File: src/hw/rtl/bsrc_pkg.sv
// ----------------------------------------------------------------------------
// Bitset range count and scan: shared package
// Sizes of the selection store, item field widths, item kinds, the item
// structs of both channels, and the command and status groups that pass
// between the controller and the datapath.
// ----------------------------------------------------------------------------
package bsrc_pkg;

  // Store geometry.
  localparam int STORE_BITS       = 4096;
  localparam int WORD_BITS        = 32;
  localparam int MAX_SCAN_RESULTS = 64;
  localparam int NUM_WORDS        = STORE_BITS / WORD_BITS;
  localparam int WIDX_W           = (NUM_WORDS > 1) ? $clog2(NUM_WORDS) : 1;
  localparam int OFF_W            = $clog2(WORD_BITS);
  localparam int BIT_W            = WIDX_W + OFF_W;
  localparam int POP_W            = OFF_W + 1;

  // Range arithmetic must hold start plus length and the store size itself.
  localparam int RNG_W = ($clog2(STORE_BITS + 1) > 14) ? $clog2(STORE_BITS + 1) : 14;

  // Scan hit buffer.
  localparam int HIT_AW = (MAX_SCAN_RESULTS > 1) ? $clog2(MAX_SCAN_RESULTS) : 1;
  localparam int NCNT_W = $clog2(MAX_SCAN_RESULTS + 1);

  // Item field widths.
  localparam int KIND_W  = 2;
  localparam int INDEX_W = 7;
  localparam int START_W = 12;
  localparam int LEN_W   = 13;
  localparam int TOTAL_W = 13;
  localparam int POS_W   = 12;

  localparam logic [TOTAL_W-1:0] TOTAL_MAX = '1;

  // Item kinds.
  typedef enum logic [KIND_W-1:0] {
    KIND_WRITE  = 2'd0,
    KIND_SELECT = 2'd1,
    KIND_COUNT  = 2'd2,
    KIND_SCAN   = 2'd3
  } kind_t;

  // Input item.
  typedef struct packed {
    logic [KIND_W-1:0]    kind;
    logic [INDEX_W-1:0]   word_index;
    logic [WORD_BITS-1:0] word_data;
    logic [START_W-1:0]   range_start;
    logic [LEN_W-1:0]     range_length;
  } op_t;

  // Result item.
  typedef struct packed {
    logic [TOTAL_W-1:0] total;
    logic [POS_W-1:0]   position;
    logic               found;
    logic               clipped;
    logic               last;
  } res_t;

  // Commands from the controller to the datapath.
  typedef struct packed {
    logic accept;     // take the range of the input item
    logic wr_word;    // load one store word from the input item
    logic rd_issue;   // read the store word at the read pointer
    logic walk_sel;   // OR the range mask into the returned word
    logic walk_cnt;   // add the popcount of the returned word
    logic scan_load;  // load the returned word into the scan register
    logic scan_push;  // record the lowest set bit and clear it
    logic scan_more;  // a set bit remains past the result limit
    logic hit_rd;     // read the next recorded position
    logic out_cnt;    // load a count result
    logic out_hit;    // load a scan hit result
    logic out_empty;  // load a scan result without hit
  } cmd_t;

  // Status from the datapath to the controller.
  typedef struct packed {
    logic range_empty;
    logic rd_at_last;
    logic scan_zero;
    logic scan_last_word;
    logic hits_full;
    logic hits_none;
    logic emit_last;
    logic out_free;
  } stat_t;

endpackage

File: src/hw/rtl/bsrc_ctrl.sv
// ----------------------------------------------------------------------------
// Bitset range count and scan: controller
// Sequences one item at a time: word writes, the streaming word walk of
// select and count, the bit-by-bit scan, and delivery of results.
// ----------------------------------------------------------------------------
module bsrc_ctrl (
  input  logic                          clk,
  input  logic                          rst,
  input  logic                          op_valid,
  input  logic [bsrc_pkg::KIND_W-1:0]   kind,
  input  bsrc_pkg::stat_t               stat,
  output logic                          op_stall,
  output bsrc_pkg::cmd_t                cmd
);
  import bsrc_pkg::*;

  typedef enum logic [9:0] {
    ST_IDLE     = 10'b00_0000_0001,
    ST_WALK     = 10'b00_0000_0010,
    ST_WALK_END = 10'b00_0000_0100,
    ST_CNT_OUT  = 10'b00_0000_1000,
    ST_SCAN_RD  = 10'b00_0001_0000,
    ST_SCAN_LD  = 10'b00_0010_0000,
    ST_SCAN_BIT = 10'b00_0100_0000,
    ST_EMIT_NIL = 10'b00_1000_0000,
    ST_EMIT_RD  = 10'b01_0000_0000,
    ST_EMIT_LD  = 10'b10_0000_0000
  } state_t;

  state_t            state;
  state_t            state_next;
  logic [KIND_W-1:0] kind_q;
  logic              is_sel;

  assign is_sel   = (kind_q == KIND_SELECT);
  assign op_stall = (state != ST_IDLE);

  // Remember the kind of the item at work.
  always_ff @(posedge clk) begin
    if (cmd.accept) begin
      kind_q <= kind;
    end
  end

  // State register.
  always_ff @(posedge clk) begin
    if (rst) begin
      state <= ST_IDLE;
    end else begin
      state <= state_next;
    end
  end

  // Next state and commands.
  always_comb begin
    state_next = state;
    cmd        = '0;
    unique case (state)
      ST_IDLE: begin
        if (op_valid) begin
          cmd.accept = 1'b1;
          unique case (kind)
            KIND_WRITE: begin
              cmd.wr_word = 1'b1;
            end
            KIND_SELECT: begin
              if (!stat.range_empty) begin
                state_next = ST_WALK;
              end
            end
            KIND_COUNT: begin
              state_next = stat.range_empty ? ST_CNT_OUT : ST_WALK;
            end
            KIND_SCAN: begin
              state_next = stat.range_empty ? ST_EMIT_NIL : ST_SCAN_RD;
            end
          endcase
        end
      end
      // Stream one word read per cycle; the word read before returns now.
      ST_WALK: begin
        cmd.rd_issue = 1'b1;
        cmd.walk_sel = is_sel;
        cmd.walk_cnt = !is_sel;
        if (stat.rd_at_last) begin
          state_next = ST_WALK_END;
        end
      end
      ST_WALK_END: begin
        cmd.walk_sel = is_sel;
        cmd.walk_cnt = !is_sel;
        state_next   = is_sel ? ST_IDLE : ST_CNT_OUT;
      end
      ST_CNT_OUT: begin
        if (stat.out_free) begin
          cmd.out_cnt = 1'b1;
          state_next  = ST_IDLE;
        end
      end
      ST_SCAN_RD: begin
        cmd.rd_issue = 1'b1;
        state_next   = ST_SCAN_LD;
      end
      ST_SCAN_LD: begin
        cmd.scan_load = 1'b1;
        state_next    = ST_SCAN_BIT;
      end
      // Take one set bit per cycle until the word is used up or the result limit is reached.
      ST_SCAN_BIT: begin
        if (stat.scan_zero) begin
          if (!stat.scan_last_word) begin
            state_next = ST_SCAN_RD;
          end else if (stat.hits_none) begin
            state_next = ST_EMIT_NIL;
          end else begin
            state_next = ST_EMIT_RD;
          end
        end else if (stat.hits_full) begin
          cmd.scan_more = 1'b1;
          state_next    = ST_EMIT_RD;
        end else begin
          cmd.scan_push = 1'b1;
        end
      end
      ST_EMIT_NIL: begin
        if (stat.out_free) begin
          cmd.out_empty = 1'b1;
          state_next    = ST_IDLE;
        end
      end
      ST_EMIT_RD: begin
        cmd.hit_rd = 1'b1;
        state_next = ST_EMIT_LD;
      end
      ST_EMIT_LD: begin
        if (stat.out_free) begin
          cmd.out_hit = 1'b1;
          state_next  = stat.emit_last ? ST_IDLE : ST_EMIT_RD;
        end
      end
      default: begin
        state_next = ST_IDLE;
      end
    endcase
  end

endmodule

File: config.mk
export PLATFORM = sky130hd
export DESIGN_NAME = bsrc_ctrl
export DESIGN_NICKNAME = d
export VERILOG_FILES = /design/src/hw/rtl/bsrc_pkg.sv /design/src/hw/rtl/bsrc_ctrl.sv
export SDC_FILE = /design/constraint.sdc
export NUM_CORES = 1
export LEC_CHECK = 0
export BUFFER_PORTS_ARGS = -buffer_cell sky130_fd_sc_hd__buf_2
export CORE_MARGIN = 4
export CORE_UTILIZATION = 45
export DETAILED_ROUTE_END_ITERATION = 7
export GPL_TIMING_DRIVEN = 0
export PLACE_DENSITY = 0.78
export SYNTH_ARGS = -nofsm -noshare
export SYNTH_HDL_FRONTEND = slang
export SYNTH_SLANG_ARGS = --single-unit
File: constraint.sdc
create_clock -name clk -period 2 [get_ports clk]
set_input_delay 0.2 -clock clk [delete_from_list [all_inputs] [get_ports clk]]
set_output_delay 0.2 -clock clk [all_outputs]
set_load 0.05 [all_outputs]
==> results.yml, run 1 <==
clocking:
  clkTransAtPathRegs_ps: 80
  clkLatencyLatePin_ps: 280
  cts-htree-levels: 1
  cts_buffers: 3
  cts_tree: "built"
  numClockSinks: 12
  cts_buffer_depth: 2
  hold_buffers: 0
  root_buffer: "clkbuf_4"
timing:
  holdWs_ps: 146.7
  worst_pin_slew_ps: 463.4
  fmax_mhz: 494.7
  fin_crit_sh: 1.011
  setup_slack_ps: -21.25
  setup_viol: 4
  max_slew_margin: 0.6911
  slew_viol_final: 0
  hold_viol: 0
  setup_tns_ps: -33.38
  min_period_ps: 2021
  clock_skew_ps: 4.175
  rsz0062_at_grt: "true"
pwr:
  irDropWorstVdd_uv: 967.3
  p_comb_frac: 0.666
  seqPwrFrac: 0.202
  switchingPower_uw: 720.0
  p_per_area_nw_per_um2: 1030
  internal-power_uw: 788.4
  p_sw_frac: 0.4773
  p_leak_uw: 0.0006381
  pwr-share-clk: 0.133
worst_hold_path:
  min_to: "kind_q[0]"
  min_path_cells: 1
  hold_path.class: "primary input to register"
  holdCritStartpoint: "kind[0]"
placed_design:
  gp_congestion: 0.8472
  placed_area_um2: 1179
  portBuffers: 24
  dp.cells: 176
  place_hpwl_um: 2000
  dpl_worst_slack_ps: -147.3
global_routing:
  overflow: 0
  grt_antenna_before_repair: 0
  grt_pass1_vias: 1025
  grtUsageTotal: 0.2077
  grt_pass1_wl_um: 4498
  grt_max_degree: 11
yosys:
  netlist_top_cells_area: "dfxtp_1 20%, edfxtp_1 6.0%, ha_1 5.0%, a21oi_1 4.0%, nand2b_1 3.8%"
  synth_top_area_cell: "dfxtp_1"
  ys_async_sr_fraction: 0
  synth_area_um2: 998.5
  yosysTopAreaCellShare: 0.2005
  ys_seq_elements: 12
  synth_area_per_cell_um2: 7.988
  ys_seq_area_frac: 0.2607
  yosysWarnings: 0
  syn_inst: 125
  synth_ff_type: "dfxtp_1"
  ys_types: 48
  synth_edf_count: 2
  synth_nets: 142
routing:
  antenna_left: 0
  drc: 0
  wl_per_cell_um: 16.43
  via_per_inst: 5.811
  drt_iter0_drc: 27
  wl_um: 3121
  vias: 1104
  first_pass_iters: 4
die:
  boundaryPins: 26
  core_area_um2: 2042
  rows: 16
  initial_utilization: 0.4890
  die_h_um: 55.11
  fp.dieW_um: 55.11
  design.die.area_um2: 3037
worst_setup_path:
  worstSetupEndpointType: "primary output"
  rr_startpoint: "state[7]"
  r2r_setup_slack_ps: 0
  required_ps: 1800
  r2r_end: "state[0]"
  rr_worst_depth: 5
  critPathKind: "register to primary output"
  arrival_ps: 1820
  cp_max_fo: 8
  worst_setup_path_start_kind: "register"
final_layout:
  instances_no_fill: 190
  final_common_cell: "buf_2"
  layout.nets: 181
  drive_gt1_frac: 0.4417
  antenna_cells: 0
  area_growth_pct: 46.62
  stdcell_area_um2: 1464
  fillers: 165
  layout_common_cells: "15 x buf_2, 13 x buf_4, 8 x buf_6, 8 x inv_1, 8 x a21oi_1"
  multi_input_area_um2: 783.3
  ff_latch_area_um2: 272.8
status:
  status: "finished with violations"
  violations: "negative setup slack"
flow_run:
  drv_cap: 0
[flip-flops by register name (all words and copies together), names as in the netlist]
signal and flops:
kind_q 2, state 10
[layout make-up]
type	count	share of cell area
Timing Repair Buffer	35	0.1829
Inverter	9	0.02308
Clock buffer	4	0.02479
Multi-Input combinational cell	98	0.5350
Tap cell	27	0.02308
Buffer	5	0.02479
Sequential cell	12	0.1863
[per-stage QoR]
stage	power (µW)	utilization
2_1_floorplan	925.7	-
3_3_place_gp	1074	0.5772
3_5_place_dp	1093	0.5772
4_1_cts	1411	0.6569
5_1_grt	1602	0.7169
6_report	1508	0.7169
[cell families after synthesis]
group | count (synthesis) | share of synthesized area
compound gates | 25 | 0.1667
xor+xnor | 4 | 0.03509
fa+ha+maj | 4 | 0.05013
buf+inv | 15 | 0.07267
flops | 12 | 0.2607
simple gates | 65 | 0.4148
[routing by layer]
layer	up-vias	routed length, µm	GRT usage
met5	-	0	0
met4	0	93	0.09717
met3	9	150	0.01340
met2	34	1610	0.3780
met1	524	1267	0.2455
li1	537	-	-
[synthesized netlist by cell type (2+ instances only)]
cell / instances
edfxtp_1: 2
xnor2_1: 3
nor2_1: 7
dfxtp_1: 10
nor2b_1: 5
nor3_1: 7
ha_1: 4
or4_1: 4
nand4_1: 3
a21oi_1: 8
buf_6: 2
o22ai_1: 2
clkbuf_1: 2
nand2_1: 6
nor4_1: 6
nand3b_1: 3
and2_1: 2
o21a_1: 2
nand2b_1: 6
nand3_1: 4
inv_1: 8
o21ai_0: 3
[worst max-delay path, cell delays in order (launching register included)]
cell and delay [ps]:
dfxtp_1 310, buf_6 140, nor4_4 290, buf_6 170
nand2_2 80, nor2_2 110, and4b_1 260, buf_6 180
[power groups by stage]
stage	sequential [µW]	combinational, µW	clock, µW
after floorplan	306	620	0
after CTS	306	901	204
after global placement	308	765	0
after global routing	311	1080	210
final	304	1000	200
after detailed placement	310	783	0
[repair_timing]
item / in CTS / in global routing
setup buffers: 4 / 7
pin swaps: 5 / 8
gates resized for setup: 27 / 21
setup endpoints to repair: 20 / 19
gates cloned: 0 / 0
[how the worst max path moves through the flow]
stage / cells after the start / slack (ps) / from / endpoint
after floorplan: 4 / -50 / state[0] / cmd[4]
after global placement: 6 / -60 / state[4] / state[5]
after detailed placement: 5 / -150 / state[4] / cmd[1]
after CTS: 4 / 2 / state[5] / cmd[1]
after global routing: 7 / -80 / state[3] / cmd[0]
final: 7 / -20 / state[3] / cmd[0]
(Power assumes the default switching activity.)
==> inputs of run 2 (changes only) <==
Settings changed: CORE_ASPECT_RATIO set to 0.8, SETUP_SLACK_MARGIN set to 0.05.
==> run 2 against run 1 <==
The run now ends clean. Design area rose by 5.5%. Clock skew fell by 3.5 ps. Wire length rose by 5.1%. Worst setup slack improved by 46 ps. Critical endpoint is now state[5]. Sequential power barely moved. Register-to-register slack improved by 20 ps. Non-clock buffer count rose by 6. Sequential share of layout area fell by 0.56 points. Final cell count rose by 1.6%. Hold slack improved by 13 ps.
==> results.yml, run 2 (synthesis results as in run 1) <==
status:
  status: "completed"
final_layout:
  largest_reg_flops: 10
  ff_latch_area_um2: 279.0
  largest_register: "state"
  layout_common_cells: "21 x buf_4, 14 x buf_2, 8 x inv_1, 8 x a21oi_1"
  multi_input_area_um2: 820.8
  antenna_cells: 0
  fillers: 144
  top_regs: "state x10, kind_q x2"
  final_common_cell: "buf_4"
  drive_gt1_frac: 0.5089
  area_growth_pct: 54.64
  layout.nets: 187
die:
  die_h_um: 50.13
  rows: 14
  design.die.area_um2: 3041
  fp.dieW_um: 60.67
  initial_utilization: 0.5000
  core_area_um2: 1997
  boundaryPins: 26
timing:
  worst_pin_slew_ps: 527.0
  slew_viol_final: 0
  fin_crit_sh: 0.9879
  fmax_mhz: 506.1
  max_slew_margin: 0.6487
  min_period_ps: 1976
  clock_skew_ps: 0.6392
  holdWs_ps: 160.0
  hold_viol: 0
  rsz0062_at_grt: "true"
  setup_viol: 0
global_routing:
  grt_antenna_before_repair: 0
  grtUsageTotal: 0.2052
  grt_max_degree: 11
  overflow: 0
  grt_pass1_wl_um: 4871
  grt_pass1_vias: 1084
pwr:
  switchingPower_uw: 773.3
  p_per_area_nw_per_um2: 1019
  fin_total_pwr_uw: 1574
  p_leak_uw: 0.0006666
  p_comb_frac: 0.711
  pwr-share-clk: 0.096
  irDropWorstVdd_uv: 799.7
  p_sw_frac: 0.4914
  internal-power_uw: 800.3
  seqPwrFrac: 0.192
worst_setup_path:
  crit_top_cell: "or4_4"
  cp.depth: 5
  arrival_ps: 2110
  worstSetupEndpointType: "register"
  worst_setup_path_start_kind: "register"
  cp_top_family: "simple AND/OR/NAND/NOR gates"
  critPathKind: "register to register"
  rr_worst_depth: 5
  cpMaxStageDelayCell: "or4_4"
  slowest_delay_ps: 590
  required_ps: 2130
  crit_chain: "or4_4 -> or4_4 -> nand3_4 -> or2b_4 -> nor4_1"
  path_buf_inv: 0
  cp_max_fo: 7
clocking:
  clkTransAtPathRegs_ps: 80
  numClockSinks: 12
  clkLatencyLatePin_ps: 270
  cts_tree: "built"
  cts_buffer_depth: 2
  hold_buffers: 0
  root_buffer: "clkbuf_4"
  cts-htree-levels: 1
  cts_buffers: 3
routing:
  wl_per_cell_um: 16.99
  antenna_left: 0
  drc: 0
  wl_um: 3280
  drt_iter0_drc: 62
  first_pass_iters: 4
  vias: 1176
  via_per_inst: 6.093
placed_design:
  gp_congestion: 0.8642
  place_hpwl_um: 2035
  portBuffers: 24
flow_run:
  drv_cap: 0
worst_hold_path:
  hold_path.class: "primary input to register"
  min_path_cells: 1
==> run 2: cell count changes in the layout (fill, tap and decap cells not counted), sizes merged <==
cell	before	now
buf	39	45
clkbuf	5	4
clkinv	0	1
==> run 2: through the flow <==
stage               area (µm²)  std cells  setup TNS (ps)  setup WS [ps]  utilization
global route              1544        193          -108.5         -34.28       0.7732
global placement          1184        173          -378.2         -95.31       0.5927
CTS                       1375        182               0          33.51       0.6886
detailed placement        1184        173          -505.6         -136.2       0.5927
finish                    1544        193               0          24.26       0.7732
floorplan                 1033        125          -45.37         -45.37            -
==> run 2: cell type report <==
class | count | share of cell area
multi-input combinational | 98 | 0.5316
timing repair buffer | 41 | 0.2026
sequential | 12 | 0.1807
buffer | 5 | 0.02512
inverter | 9 | 0.02350
tap | 24 | 0.01945
clock buffer | 3 | 0.01459
clock inverter | 1 | 0.002431
==> run 2: layer usage <==
| metal | share of wire | vias up | global-route usage | wire (µm) |
|---|---|---|---|---|
| li1 | - | 547 | - | - |
| met1 | 0.43 | 562 | 0.2713 | 1405 |
| met2 | 0.48 | 58 | 0.3381 | 1589 |
| met3 | 0.066 | 9 | 0.02051 | 217 |
| met4 | 0.021 | 0 | 0.08303 | 68 |
| met5 | 0 | - | 0 | 0 |
==> run 2: power groups by stage <==
| stage | Combinational (µW) | Sequential (µW) | Clock (µW) |
|---|---|---|---|
| 3_5_place_dp | 811 | 309 | 0 |
| 3_3_place_gp | 785 | 308 | 0 |
| 2_1_floorplan | 638 | 306 | 0 |
| 6_report | 1120 | 302 | 152 |
| 4_1_cts | 968 | 304 | 151 |
| 5_1_grt | 1190 | 304 | 170 |
==> run 2: final timing paths <==
check	startpoint	slack (ps)	end
worst max-delay path	state[7]	20	state[5]
worst min-delay path	kind[1]	160	kind_q[1]
worst max register to register	state[7]	20	state[5]
worst min register to register	state[4]	580	state[5]
==> run 2: what timing repair did <==
item,CTS,global route
setup endpoints to repair,22,21
gates cloned,0,0
pin swaps,7,22
resized for setup,35,26
setup buffers,5,12
